==> src/adcar_pkg.sv <==
// ---------------------------------------------------------------------------
// adcar_pkg
// Types and constants for the auto-ranging converter front end.
// ---------------------------------------------------------------------------
package adcar_pkg;

   localparam int RAW_W    = 12;
   localparam int REF_W    = 11;
   localparam int PADDR_W  = 3;
   localparam int PDATA_W  = 32;

   // result status codes
   typedef enum logic [2:0] {
      ST_CAL_TAKEN = 3'd0,
      ST_CAL_DONE  = 3'd1,
      ST_RETRY     = 3'd2,
      ST_READY     = 3'd3,
      ST_GAVE_UP   = 3'd4
   } status_type;

   // input kinds
   localparam logic REQ_CALIB   = 1'b0;
   localparam logic REQ_MEASURE = 1'b1;

   // gain settings
   typedef enum logic [1:0] {
      GAIN_X1      = 2'd0,
      GAIN_HALF    = 2'd1,
      GAIN_QUARTER = 2'd2
   } gain_type;

   // register index (paddr[2])
   localparam logic REG_IDX_REF_MV = 1'b0;

   localparam logic [REF_W-1:0] REF_MV_RESET = 11'd1050;

   localparam logic [4:0] CALIB_SAMPLES = 5'd16;
   localparam logic [1:0] MAX_TRIES     = 2'd3;

   localparam logic [15:0] OFFSET_MID    = 16'd2048;
   localparam logic [15:0] TH_X1_UP      = 16'd3900;
   localparam logic [15:0] TH_HALF_DOWN  = 16'd2877;
   localparam logic [15:0] TH_HALF_UP    = 16'd3949;
   localparam logic [15:0] TH_QTR_TO_HALF = 16'd2450;
   localparam logic [15:0] TH_QTR_TO_X1  = 16'd2950;
   localparam logic [15:0] BASE_HALF     = 16'd1024;
   localparam logic [15:0] BASE_QTR      = 16'd1536;

   // code = floor(P*R*819 / (8192*165)), P = excess scaled to the x1 base
   localparam logic [28:0] SAT_LIMIT  = 29'd6760051;
   localparam logic [9:0]  MUL_819    = 10'd819;
   localparam logic [20:0] RECIP_165  = 21'd1626882;  // ceil(2^28 / 165)
   localparam logic [11:0] CODE_MAX   = 12'd4095;

endpackage

==> src/adcar_channels.sv <==
// ---------------------------------------------------------------------------
// adcar channels
// Valid/ready channel interfaces for input samples and results.
// ---------------------------------------------------------------------------
interface adcar_req_if;
   logic        valid;
   logic        ready;
   logic        req_type;
   logic [11:0] raw_code;

   modport source (output valid, output req_type, output raw_code, input ready);
   modport sink   (input valid, input req_type, input raw_code, output ready);
endinterface

interface adcar_rsp_if;
   logic        valid;
   logic        ready;
   logic [2:0]  status;
   logic [1:0]  gain_now;
   logic [11:0] code_out;

   modport source (output valid, output status, output gain_now, output code_out,
                   input ready);
   modport sink   (input valid, input status, input gain_now, input code_out,
                   output ready);
endinterface

==> src/adc_autorange_with_offset_calib.sv <==
// ---------------------------------------------------------------------------
// adc_autorange_with_offset_calib: auto-ranging front end with offset calibration
// Pipeline: an item is registered in s0, s1, s2 and s3 in turn (4-register pipe); s3 drives the result.
// Throughput: one item per cycle while rsp_ch.ready does not stall the pipe.
// Reset: synchronous; clears pipe, offset, calibration, gain, tries; ref = 1050.
// ---------------------------------------------------------------------------
module adc_autorange_with_offset_calib (
   input  logic                            clock,
   input  logic                            reset,
   adcar_req_if.sink                       req_ch,
   adcar_rsp_if.source                     rsp_ch,
   input  logic                            csr_psel,
   input  logic                            csr_penable,
   input  logic                            csr_pwrite,
   input  logic [adcar_pkg::PADDR_W-1:0]   csr_paddr,
   input  logic [adcar_pkg::PDATA_W-1:0]   csr_pwdata,
   output logic [adcar_pkg::PDATA_W-1:0]   csr_prdata,
   output logic                            csr_pready
);
   import adcar_pkg::*;

   // config
   logic [REF_W-1:0] ref_mv_ff, ref_mv_in;
   logic             csr_wr;

   // persistent state
   logic [15:0] offset_ff, offset_in;
   logic [15:0] calib_sum_ff, calib_sum_in;
   logic [4:0]  calib_count_ff, calib_count_in;
   gain_type    gain_ff, gain_in;
   logic [1:0]  try_ff, try_in;

   // stage 0: input register
   logic             s0_valid_ff, s0_valid_in;
   logic             s0_type_ff;
   logic [RAW_W-1:0] s0_raw_ff;

   // stage 1: decision + product
   logic        s1_valid_ff, s1_valid_in;
   status_type  s1_status_ff, s1_status_in;
   gain_type    s1_gain_ff;
   logic        s1_val_ff, s1_val_in;
   logic [28:0] s1_prod_ff, s1_prod_in;

   // stage 2: scale by 819 / 8192
   logic        s2_valid_ff, s2_valid_in;
   status_type  s2_status_ff;
   gain_type    s2_gain_ff;
   logic        s2_val_ff;
   logic        s2_sat_ff, s2_sat_in;
   logic [19:0] s2_y_ff, s2_y_in;
   logic [32:0] s2_scaled;

   // stage 3: output register
   logic        s3_valid_ff, s3_valid_in;
   status_type  s3_status_ff;
   gain_type    s3_gain_ff;
   logic [11:0] s3_code_ff, s3_code_in;
   logic [40:0] s3_quot;

   // flow control
   logic req_acc, s0_move, s0_free, s1_move, s1_free, s2_move, s2_free, out_free;

   // stage-0 work
   logic [15:0] sum_acc;
   logic [4:0]  count_acc;
   logic [16:0] mean_sum;
   logic [15:0] offset_cal;
   logic [15:0] meas;
   logic [15:0] diff_half, diff_qtr;
   logic [1:0]  try_inc;
   logic [17:0] excess;
   logic        retry;

   // ---------------- configuration port ----------------
   assign csr_pready = 1'b1;
   assign csr_wr = csr_psel && csr_penable && csr_pwrite && csr_pready
                   && (csr_paddr[2] == REG_IDX_REF_MV);
   assign ref_mv_in = csr_wr ? csr_pwdata[REF_W-1:0] : ref_mv_ff;

   always_comb begin
      csr_prdata = '0;
      if (csr_paddr[2] == REG_IDX_REF_MV) begin
         csr_prdata = {{(PDATA_W-REF_W){1'b0}}, ref_mv_ff};
      end
   end

   // ---------------- flow control ----------------
   assign out_free = !s3_valid_ff || rsp_ch.ready;
   assign s2_move  = s2_valid_ff && out_free;
   assign s2_free  = !s2_valid_ff || out_free;
   assign s1_move  = s1_valid_ff && s2_free;
   assign s1_free  = !s1_valid_ff || s2_free;
   assign s0_move  = s0_valid_ff && s1_free;
   assign s0_free  = !s0_valid_ff || s1_free;

   assign req_ch.ready = s0_free;
   assign req_acc      = req_ch.valid && s0_free;

   assign s0_valid_in = req_acc ? 1'b1 : (s0_move ? 1'b0 : s0_valid_ff);
   assign s1_valid_in = s0_move ? 1'b1 : (s1_move ? 1'b0 : s1_valid_ff);
   assign s2_valid_in = s1_move ? 1'b1 : (s2_move ? 1'b0 : s2_valid_ff);
   assign s3_valid_in = s2_move ? 1'b1 : ((s3_valid_ff && rsp_ch.ready) ? 1'b0 : s3_valid_ff);

   // ---------------- stage 0: decision and state update ----------------
   always_comb begin
      sum_acc    = calib_sum_ff + {4'b0000, ~s0_raw_ff};
      count_acc  = calib_count_ff + 5'd1;
      mean_sum   = {1'b0, sum_acc} + 17'd8;
      offset_cal = OFFSET_MID - {3'b000, mean_sum[16:4]};
      meas       = {4'b0000, s0_raw_ff} + offset_ff;
      diff_half  = meas - BASE_HALF;
      diff_qtr   = meas - BASE_QTR;
      try_inc    = try_ff + 2'd1;

      offset_in      = offset_ff;
      calib_sum_in   = calib_sum_ff;
      calib_count_in = calib_count_ff;
      gain_in        = gain_ff;
      try_in         = try_ff;
      s1_status_in   = ST_CAL_TAKEN;
      s1_val_in      = 1'b0;
      excess         = '0;
      retry          = 1'b1;

      if (s0_type_ff == REQ_CALIB) begin
         calib_sum_in   = sum_acc;
         calib_count_in = count_acc;
         if (count_acc >= CALIB_SAMPLES) begin
            offset_in      = offset_cal;
            calib_sum_in   = '0;
            calib_count_in = '0;
            s1_status_in   = ST_CAL_DONE;
         end
      end else begin
         case (gain_ff)
            GAIN_X1: begin
               if (meas > TH_X1_UP) begin
                  gain_in = GAIN_HALF;
               end else begin
                  retry  = 1'b0;
                  excess = {2'b00, meas};
               end
            end
            GAIN_HALF: begin
               if (meas < TH_HALF_DOWN) begin
                  gain_in = GAIN_X1;
               end else if (meas > TH_HALF_UP) begin
                  gain_in = GAIN_QUARTER;
               end else begin
                  retry  = 1'b0;
                  excess = {1'b0, diff_half, 1'b0};
               end
            end
            GAIN_QUARTER: begin
               if (meas < TH_QTR_TO_HALF) begin
                  gain_in = GAIN_HALF;
               end else if (meas < TH_QTR_TO_X1) begin
                  gain_in = GAIN_X1;
               end else begin
                  retry  = 1'b0;
                  excess = {diff_qtr, 2'b00};
               end
            end
            default: begin
               gain_in = GAIN_X1;
            end
         endcase

         if (retry) begin
            if (try_inc >= MAX_TRIES) begin
               s1_status_in = ST_GAVE_UP;
               try_in       = '0;
            end else begin
               s1_status_in = ST_RETRY;
               try_in       = try_inc;
            end
         end else begin
            s1_status_in = ST_READY;
            s1_val_in    = 1'b1;
            try_in       = '0;
         end
      end
   end

   assign s1_prod_in = {11'b0, excess} * {18'b0, ref_mv_ff};

   // ---------------- stage 1 -> 2: clamp check, scale by 819 ----------------
   assign s2_sat_in = (s1_prod_ff >= SAT_LIMIT);
   assign s2_scaled = {10'b0, s1_prod_ff[22:0]} * {23'b0, MUL_819};
   assign s2_y_in   = s2_scaled[32:13];

   // ---------------- stage 2 -> 3: divide by 165 via reciprocal ----------------
   assign s3_quot = {21'b0, s2_y_ff} * {20'b0, RECIP_165};

   always_comb begin
      if (!s2_val_ff) begin
         s3_code_in = '0;
      end else if (s2_sat_ff) begin
         s3_code_in = CODE_MAX;
      end else begin
         s3_code_in = s3_quot[39:28];
      end
   end

   // ---------------- registers ----------------
   always_ff @(posedge clock) begin
      if (reset) begin
         ref_mv_ff      <= REF_MV_RESET;
         offset_ff      <= '0;
         calib_sum_ff   <= '0;
         calib_count_ff <= '0;
         gain_ff        <= GAIN_X1;
         try_ff         <= '0;
         s0_valid_ff    <= 1'b0;
         s1_valid_ff    <= 1'b0;
         s2_valid_ff    <= 1'b0;
         s3_valid_ff    <= 1'b0;
      end else begin
         ref_mv_ff   <= ref_mv_in;
         s0_valid_ff <= s0_valid_in;
         s1_valid_ff <= s1_valid_in;
         s2_valid_ff <= s2_valid_in;
         s3_valid_ff <= s3_valid_in;
         if (s0_move) begin
            offset_ff      <= offset_in;
            calib_sum_ff   <= calib_sum_in;
            calib_count_ff <= calib_count_in;
            gain_ff        <= gain_in;
            try_ff         <= try_in;
         end
      end
   end

   always_ff @(posedge clock) begin
      if (req_acc) begin
         s0_type_ff <= req_ch.req_type;
         s0_raw_ff  <= req_ch.raw_code;
      end
      if (s0_move) begin
         s1_status_ff <= s1_status_in;
         s1_gain_ff   <= gain_in;
         s1_val_ff    <= s1_val_in;
         s1_prod_ff   <= s1_prod_in;
      end
      if (s1_move) begin
         s2_status_ff <= s1_status_ff;
         s2_gain_ff   <= s1_gain_ff;
         s2_val_ff    <= s1_val_ff;
         s2_sat_ff    <= s2_sat_in;
         s2_y_ff      <= s2_y_in;
      end
      if (s2_move) begin
         s3_status_ff <= s2_status_ff;
         s3_gain_ff   <= s2_gain_ff;
         s3_code_ff   <= s3_code_in;
      end
   end

   assign rsp_ch.valid    = s3_valid_ff;
   assign rsp_ch.status   = s3_status_ff;
   assign rsp_ch.gain_now = s3_gain_ff;
   assign rsp_ch.code_out = s3_code_ff;

endmodule

==> src/flat_wrapper.sv <==
// flat-port wrapper written by rule: the top's interface ports become plain ports
module adc_autorange_with_offset_calib_flat import adcar_pkg::*;
  (clock, reset, csr_psel, csr_penable, csr_pwrite, csr_paddr, csr_pwdata, csr_prdata, csr_pready, req_ch_valid, req_ch_req_type, req_ch_raw_code, req_ch_ready, rsp_ch_valid, rsp_ch_status, rsp_ch_gain_now, rsp_ch_code_out, rsp_ch_ready);
  adcar_req_if req_ch_i ();
  adcar_rsp_if rsp_ch_i ();
  input  logic clock;
  input  logic reset;
  input  logic csr_psel;
  input  logic csr_penable;
  input  logic csr_pwrite;
  input  logic [adcar_pkg::PADDR_W-1:0] csr_paddr;
  input  logic [adcar_pkg::PDATA_W-1:0] csr_pwdata;
  output logic [adcar_pkg::PDATA_W-1:0] csr_prdata;
  output logic csr_pready;
  input wire logic [$bits(req_ch_i.valid)-1:0] req_ch_valid;
  input wire logic [$bits(req_ch_i.req_type)-1:0] req_ch_req_type;
  input wire logic [$bits(req_ch_i.raw_code)-1:0] req_ch_raw_code;
  output wire logic [$bits(req_ch_i.ready)-1:0] req_ch_ready;
  output wire logic [$bits(rsp_ch_i.valid)-1:0] rsp_ch_valid;
  output wire logic [$bits(rsp_ch_i.status)-1:0] rsp_ch_status;
  output wire logic [$bits(rsp_ch_i.gain_now)-1:0] rsp_ch_gain_now;
  output wire logic [$bits(rsp_ch_i.code_out)-1:0] rsp_ch_code_out;
  input wire logic [$bits(rsp_ch_i.ready)-1:0] rsp_ch_ready;
  assign req_ch_i.valid = req_ch_valid;
  assign req_ch_i.req_type = req_ch_req_type;
  assign req_ch_i.raw_code = req_ch_raw_code;
  assign req_ch_ready = req_ch_i.ready;
  assign rsp_ch_valid = rsp_ch_i.valid;
  assign rsp_ch_status = rsp_ch_i.status;
  assign rsp_ch_gain_now = rsp_ch_i.gain_now;
  assign rsp_ch_code_out = rsp_ch_i.code_out;
  assign rsp_ch_i.ready = rsp_ch_ready;
  adc_autorange_with_offset_calib u_core (.clock(clock), .reset(reset), .req_ch(req_ch_i), .rsp_ch(rsp_ch_i), .csr_psel(csr_psel), .csr_penable(csr_penable), .csr_pwrite(csr_pwrite), .csr_paddr(csr_paddr), .csr_pwdata(csr_pwdata), .csr_prdata(csr_prdata), .csr_pready(csr_pready));
endmodule
==> config.mk <==
export PLATFORM = sky130hd
export DESIGN_NAME = adc_autorange_with_offset_calib_flat
export DESIGN_NICKNAME = d
export VERILOG_FILES = /design/src/adcar_pkg.sv /design/src/adcar_channels.sv /design/src/adc_autorange_with_offset_calib.sv /design/src/flat_wrapper.sv
export SDC_FILE = /design/constraint.sdc
export NUM_CORES = 1
export LEC_CHECK = 0
export BUFFER_PORTS_ARGS = -buffer_cell sky130_fd_sc_hd__buf_4
export CELL_PAD_IN_SITES_DETAIL_PLACEMENT = 1
export CELL_PAD_IN_SITES_GLOBAL_PLACEMENT = 1
export CORE_MARGIN = 8
export CORE_UTILIZATION = 45
export DETAILED_ROUTE_END_ITERATION = 6
export PLACE_DENSITY_LB_ADDON = 0.1
export SLEW_MARGIN = 20
export SYNTH_ARGS = -nofsm -noshare
export SYNTH_HDL_FRONTEND = slang
export SYNTH_SLANG_ARGS = --single-unit
==> constraint.sdc <==
create_clock -name clock -period 8 [get_ports clock]
set_input_delay 0.8 -clock clock [delete_from_list [all_inputs] [get_ports clock]]
set_output_delay 0.8 -clock clock [all_outputs]
set_load 0.005 [all_outputs]
# After elaboration in Yosys (flattened, before gate mapping)
# Index checks and enable logic that the tools add are counted.
# word_totals
register_bits	148
out_inout_bits	52
# op_classes
bitwise	3
multipliers	3
order_cmp	8
n_addsub	8
n_mux	40
n_eq_ne	2
n_reduce_logical	24
# op_table
cell	count
2-to-1 mux 18 bit	4
case mux 18 bit (3 select lines)	1
less-than comparator 16 x 12 -> 1 bit, second input constant	3
multiplier 20 x 20 -> 39 bit, second input constant	1
multiplier 23 x 10 -> 33 bit, second input constant	1
> comparator 16 x 12 -> 1 bit, second input constant	2
2-to-1 mux 16 bit	2
subtractor 16 x 11 -> 16 bit, second input constant	2
greater-or-equal comparator 29 x 23 -> 1 bit, second input constant	1
multiplier 18 x 11 -> 29 bit	1
adder 16 x 4 -> 17 bit, second input constant	1
2-to-1 mux 17 bit	1
adder 12 x 16 -> 16 bit	1
adder 16 x 12 -> 16 bit	1
2-to-1 mux 1 bit	16
2-to-1 mux 2 bit	8
subtractor 12 x 13 -> 14 bit, first input constant	1
2-to-1 mux 12 bit	1
NOT 12 bit	1
2-to-1 mux 11 bit	1
2-to-1 mux 3 bit	3
logical AND 1 bit	8
nonzero test 2 bit	4
case mux 2 bit (3 select lines)	1
14 further kinds	22

# Longest topological paths before layout
# logic_depth
depth_word	8
depth_mapped	39

# Least setup slack after synthesis
# Ideal clock, no wire load.
# synth_path
path_kind	register -> register
from	register u_core.s0_raw_ff[0]
to	register u_core.s1_prod_ff[25], data pin
arrival_ns	8.173
synth_period_minus_slack_ns	8.431
setup_ns	0.259
t_required_ns	7.741
slack_ns	-0.431
stages_incl_launch_ff	35
path_buffers	2
path_cell_list	edfxtp_1 ha_1 fa_1 a21oi_1 o311ai_2 a31oi_2 o21ai_2 xor2_4 ha_1 inv_1 a21o_1 o21ai_0 a2111oi_4 buf_6 buf_6 a221oi_1 nor2_1 fa_1 fa_1 fa_1 fa_1 inv_1 fa_1 inv_1 ha_1 a21oi_1 nor2b_1 o21ai_0 nand2b_1 a21oi_1 a311o_1 o21ai_0 a21bo_2 a21oi_1 xnor2_1
# synth_via
elab_chain_cells	7
# synth_rtl
item	line_no	source
start, declared	adc_autorange_with_offset_calib.sv:36	logic [RAW_W-1:0] s0_raw_ff;
start signal, assigned	adc_autorange_with_offset_calib.sv:238	s0_raw_ff <= req_ch.raw_code;
adder 12 x 16 -> 16 bit (*)	adc_autorange_with_offset_calib.sv:111	meas = {4'b0000, s0_raw_ff} + offset_ff;
subtractor 16 x 11 -> 16 bit (tied with other cells)	adc_autorange_with_offset_calib.sv:112	diff_half = meas - BASE_HALF;
2-to-1 mux 17 bit or 2-to-1 mux 18 bit (tied branches)	adc_autorange_with_offset_calib.sv:148, adc_autorange_with_offset_calib.sv:158	
2-to-1 mux 18 bit, on equally long branches	adc_autorange_with_offset_calib.sv:146, adc_autorange_with_offset_calib.sv:156	
case mux 18 bit (3 select lines) (*)	adc_autorange_with_offset_calib.sv:136	case (gain_ff)
2-to-1 mux 18 bit (*)	adc_autorange_with_offset_calib.sv:126	if (s0_type_ff == REQ_CALIB) begin
multiplier 18 x 11 -> 29 bit (*)	adc_autorange_with_offset_calib.sv:186	assign s1_prod_in = {11'b0, excess} * {18'b0, ref_mv_ff};
via u_core.s1_prod_in[25]	adc_autorange_with_offset_calib.sv:43	logic [28:0] s1_prod_ff, s1_prod_in;
end signal, assigned	adc_autorange_with_offset_calib.sv:244	s1_prod_ff <= s1_prod_in;
end, declared	adc_autorange_with_offset_calib.sv:43	
# Mark *: on every way through the listed nets, which the timed path passes. The rest lies on a longest branch.
# A chain may end at the register's enable or synchronous reset.

# Final worst setup path
# layout_path
from	register u_core.s0_raw_ff[0]
to	register u_core.s1_prod_ff[27], data pin
# The elaborated chain is that of the path after synthesis.

==> metrics.cfg <==
[outcome]
status=finished with violations
violations=negative setup slack

[floorplanning]
start_util_pct=45.6
die_w_um=244
core-area_um2=51500
rows=83
die-area_um2=59800
num_io_pins=107
dieHeight_um=244

[worst_setup_path]
startpoint_type=flop
reg2regPathDepth=35
crit_type=flop to flop
slowest_delay_ps=600
cp.arrival_ps=8660
crit_fanout=7
cpMaxStageDelayCell=fa_1
end_kind=flop
crit_required_ps=8230

[job]
drv_cap=0

[clock_network]
cts_tree=built
cts.sinks=146
path_clk_slew_ps=70
clock_latency_ps=480
cts_root_buf=clkbuf_16
cts-buffers-inserted=17
cts_hold_buf=0
clk_path_buf_depth=2
h-tree-depth=4

[sta]
timing.fmax_mhz=119
rsz0062_at_grt=yes
layout_setup_ws_ps=-434
finalHoldViolCount=0
setup_viol=16
maxSlewHeadroom_pct=35.0
fin_crit_sh_pct=105
tightest_slew_ps=972
period_minus_slack_ps=8430
skew_ps=18.1
finalMaxSlewViolations=0

[placement]
numPortBuffers=61
place_inst=3369
detailed_place_hpwl_mm=56.3
dpl_cell_area_um2=26000
routabilityCongestion=0.911

[synthesis]
async_reset_ff_share_pct=0
synth_edf_count=92
seq_area_frac_synth_pct=16.4
synthCells=2495
syn_area_um2=23500
ys_seq_elements=146
synth_ff_type=edfxtp_1
synthDistinctLibCells=90
synth_area_per_cell_um2=9.41
yosysWarnings=0

[detailed_routing]
dr.pass1.iters=5
drt_iter0_drc=711
drc_errors=0
num_vias=18255
route.detailed.wl_per_inst_um=19.6
antenna_left=0
vias_per_cell=5.32
drt_wl_total_mm=67.4

[cells_and_area]
final_net_count=3489
design_area_um2=27500
finalNonFillerCells=3434
drive_gt1_share_pct=17.4
synthToLayoutAreaGrowth_pct=17.3

[min_path]
min_path_type=flop to flop
worst_hold_path.num_cells=0

[global_route]
grtUsageTotal_pct=22.8
antenna_found_initial=3
grt_pass1_wl_mm=109
grt_max_degree=45
grt_pass1_vias=20659
grt_overflow=0

[Yosys cell counts, types with 14 or more instances]
cell      count  area [um2]
inv_1       499        1870
ha_1        393        4920
fa_1        301        6030
nand2_1     204         766
nor2_1      154         578
a21oi_1     108         541
edfxtp_1     92        2760
xnor2_1      68         596
dfxtp_1      54        1080
o21ai_0      54         270
clkbuf_1     47         176
and2_1       43         269
a21o_1       41         308
nor2b_1      33         206
xor2_1       31         272
nand3_1      29         145
nor3_1       29         145
buf_4        24         180
nand4_1      18         113
a211oi_1     17         128
o21a_1       17         128
a22oi_1      15         113
and3_1       14        87.6
[cell usage in the layout (no fill, tap or decap), types with 18 or more instances in the layout]
cell / synthesis / final
a21o_1: 41 / 40
a21oi_1: 108 / 91
and2_1: 43 / 38
buf_4: 24 / 261
buf_6: 3 / 21
conb_1: 2 / 22
dfxtp_1: 54 / 54
edfxtp_1: 92 / 92
fa_1: 301 / 288
ha_1: 393 / 377
inv_1: 499 / 485
nand2_1: 204 / 193
nand3_1: 29 / 29
nand4_1: 18 / 18
nor2_1: 154 / 148
nor2b_1: 33 / 32
nor3_1: 29 / 27
o21ai_0: 54 / 45
xnor2_1: 68 / 64
xor2_1: 31 / 30
[cell type report]
class,instances,area (um2)
clock inverters,15,161
diodes,1,2.50
repair buffers,286,2280
inverters,502,1880
flip-flops and latches,146,3840
well taps,680,851
multi-input cells,1787,18100
fillers,5892,24000
clock buffers,17,425
[final timing paths]
kind,slack [ps],start,end
max,-430,u_core.s0_raw_ff[0]$_DFFE_PP_,u_core.s1_prod_ff[27]$_DFFE_PP_
min,420,u_core.s2_status_ff[1]$_DFFE_PP_,u_core.rsp_ch.status[1]$_DFFE_PP_
max reg2reg,-430,u_core.s0_raw_ff[0]$_DFFE_PP_,u_core.s1_prod_ff[27]$_DFFE_PP_
min reg2reg,420,u_core.s2_status_ff[1]$_DFFE_PP_,u_core.rsp_ch.status[1]$_DFFE_PP_
[sequential cells by signal, summed over array words and instances, names as in the netlist, 2 cells and up]
register and count:
u_core.s1_gain_ff 2, u_core.try_ff 2, u_core.s1_prod_ff 29, u_core.calib_count_ff 5, u_core.s2_status_ff 3, u_core.s2_y_ff 20, u_core.s2_gain_ff 2, u_core.rsp_ch.gain_now 2
u_core.offset_ff 14, u_core.s0_raw_ff 12, u_core.calib_sum_ff 16, u_core.ref_mv_ff 11, u_core.s1_status_ff 3, u_core.rsp_ch.status 3, u_core.gain_ff 2, u_core.rsp_ch.code_out 12
[critical path, delay by kind of cell (launching register included)]
family                     cells  cell delay (ps)
DFF                            1              410
buffers and inverters          9             1040
AOI/OAI and AO/OA             13             2450
adders and majority gates      9             3650
and+or+nand+nor                2              320
xor gates and xnor gates       2              320
[kinds of logic after synthesis]
logic type | synth area share, %
AOI/OAI and AO/OA | 11.2
xor gates and xnor gates | 3.81
adders and majority gates | 46.6
buffers and inverters | 9.81
DFF | 16.4
muxes | 0.266
other | 0.0320
and+or+nand+nor | 11.9
[per-layer routing]
layer  track usage (%)  vias up  routed length (um)
li1                  -     8652                   -
met1              28.3     9229               29100
met2              40.7      277               34100
met3              3.06       97                2300
met4              6.89        0                1810
met5                 0        -                   0
[repair_timing]
action	CTS	global route
cloned	1	0
gates resized for setup	91	71
pin swaps	77	80
endpoints found under the setup margin	18	19
buffers inserted	25	12
[stage by stage]
stage          util (%)  setup TNS (ps)  setup WS, ps  hold WS, ps
2_1_floorplan         -               0          1.33          400
3_3_place_gp       50.5           -5040          -561          401
3_5_place_dp       50.5           -8840          -811          406
4_1_cts            52.7           -4890          -450          423
5_1_grt            53.5          -10500          -778          427
6_report           53.5           -4620          -434          420
Power is left out: the tool's default activity adds up to more than one toggle a clock period on the data nets, which glitch-free logic cannot reach.
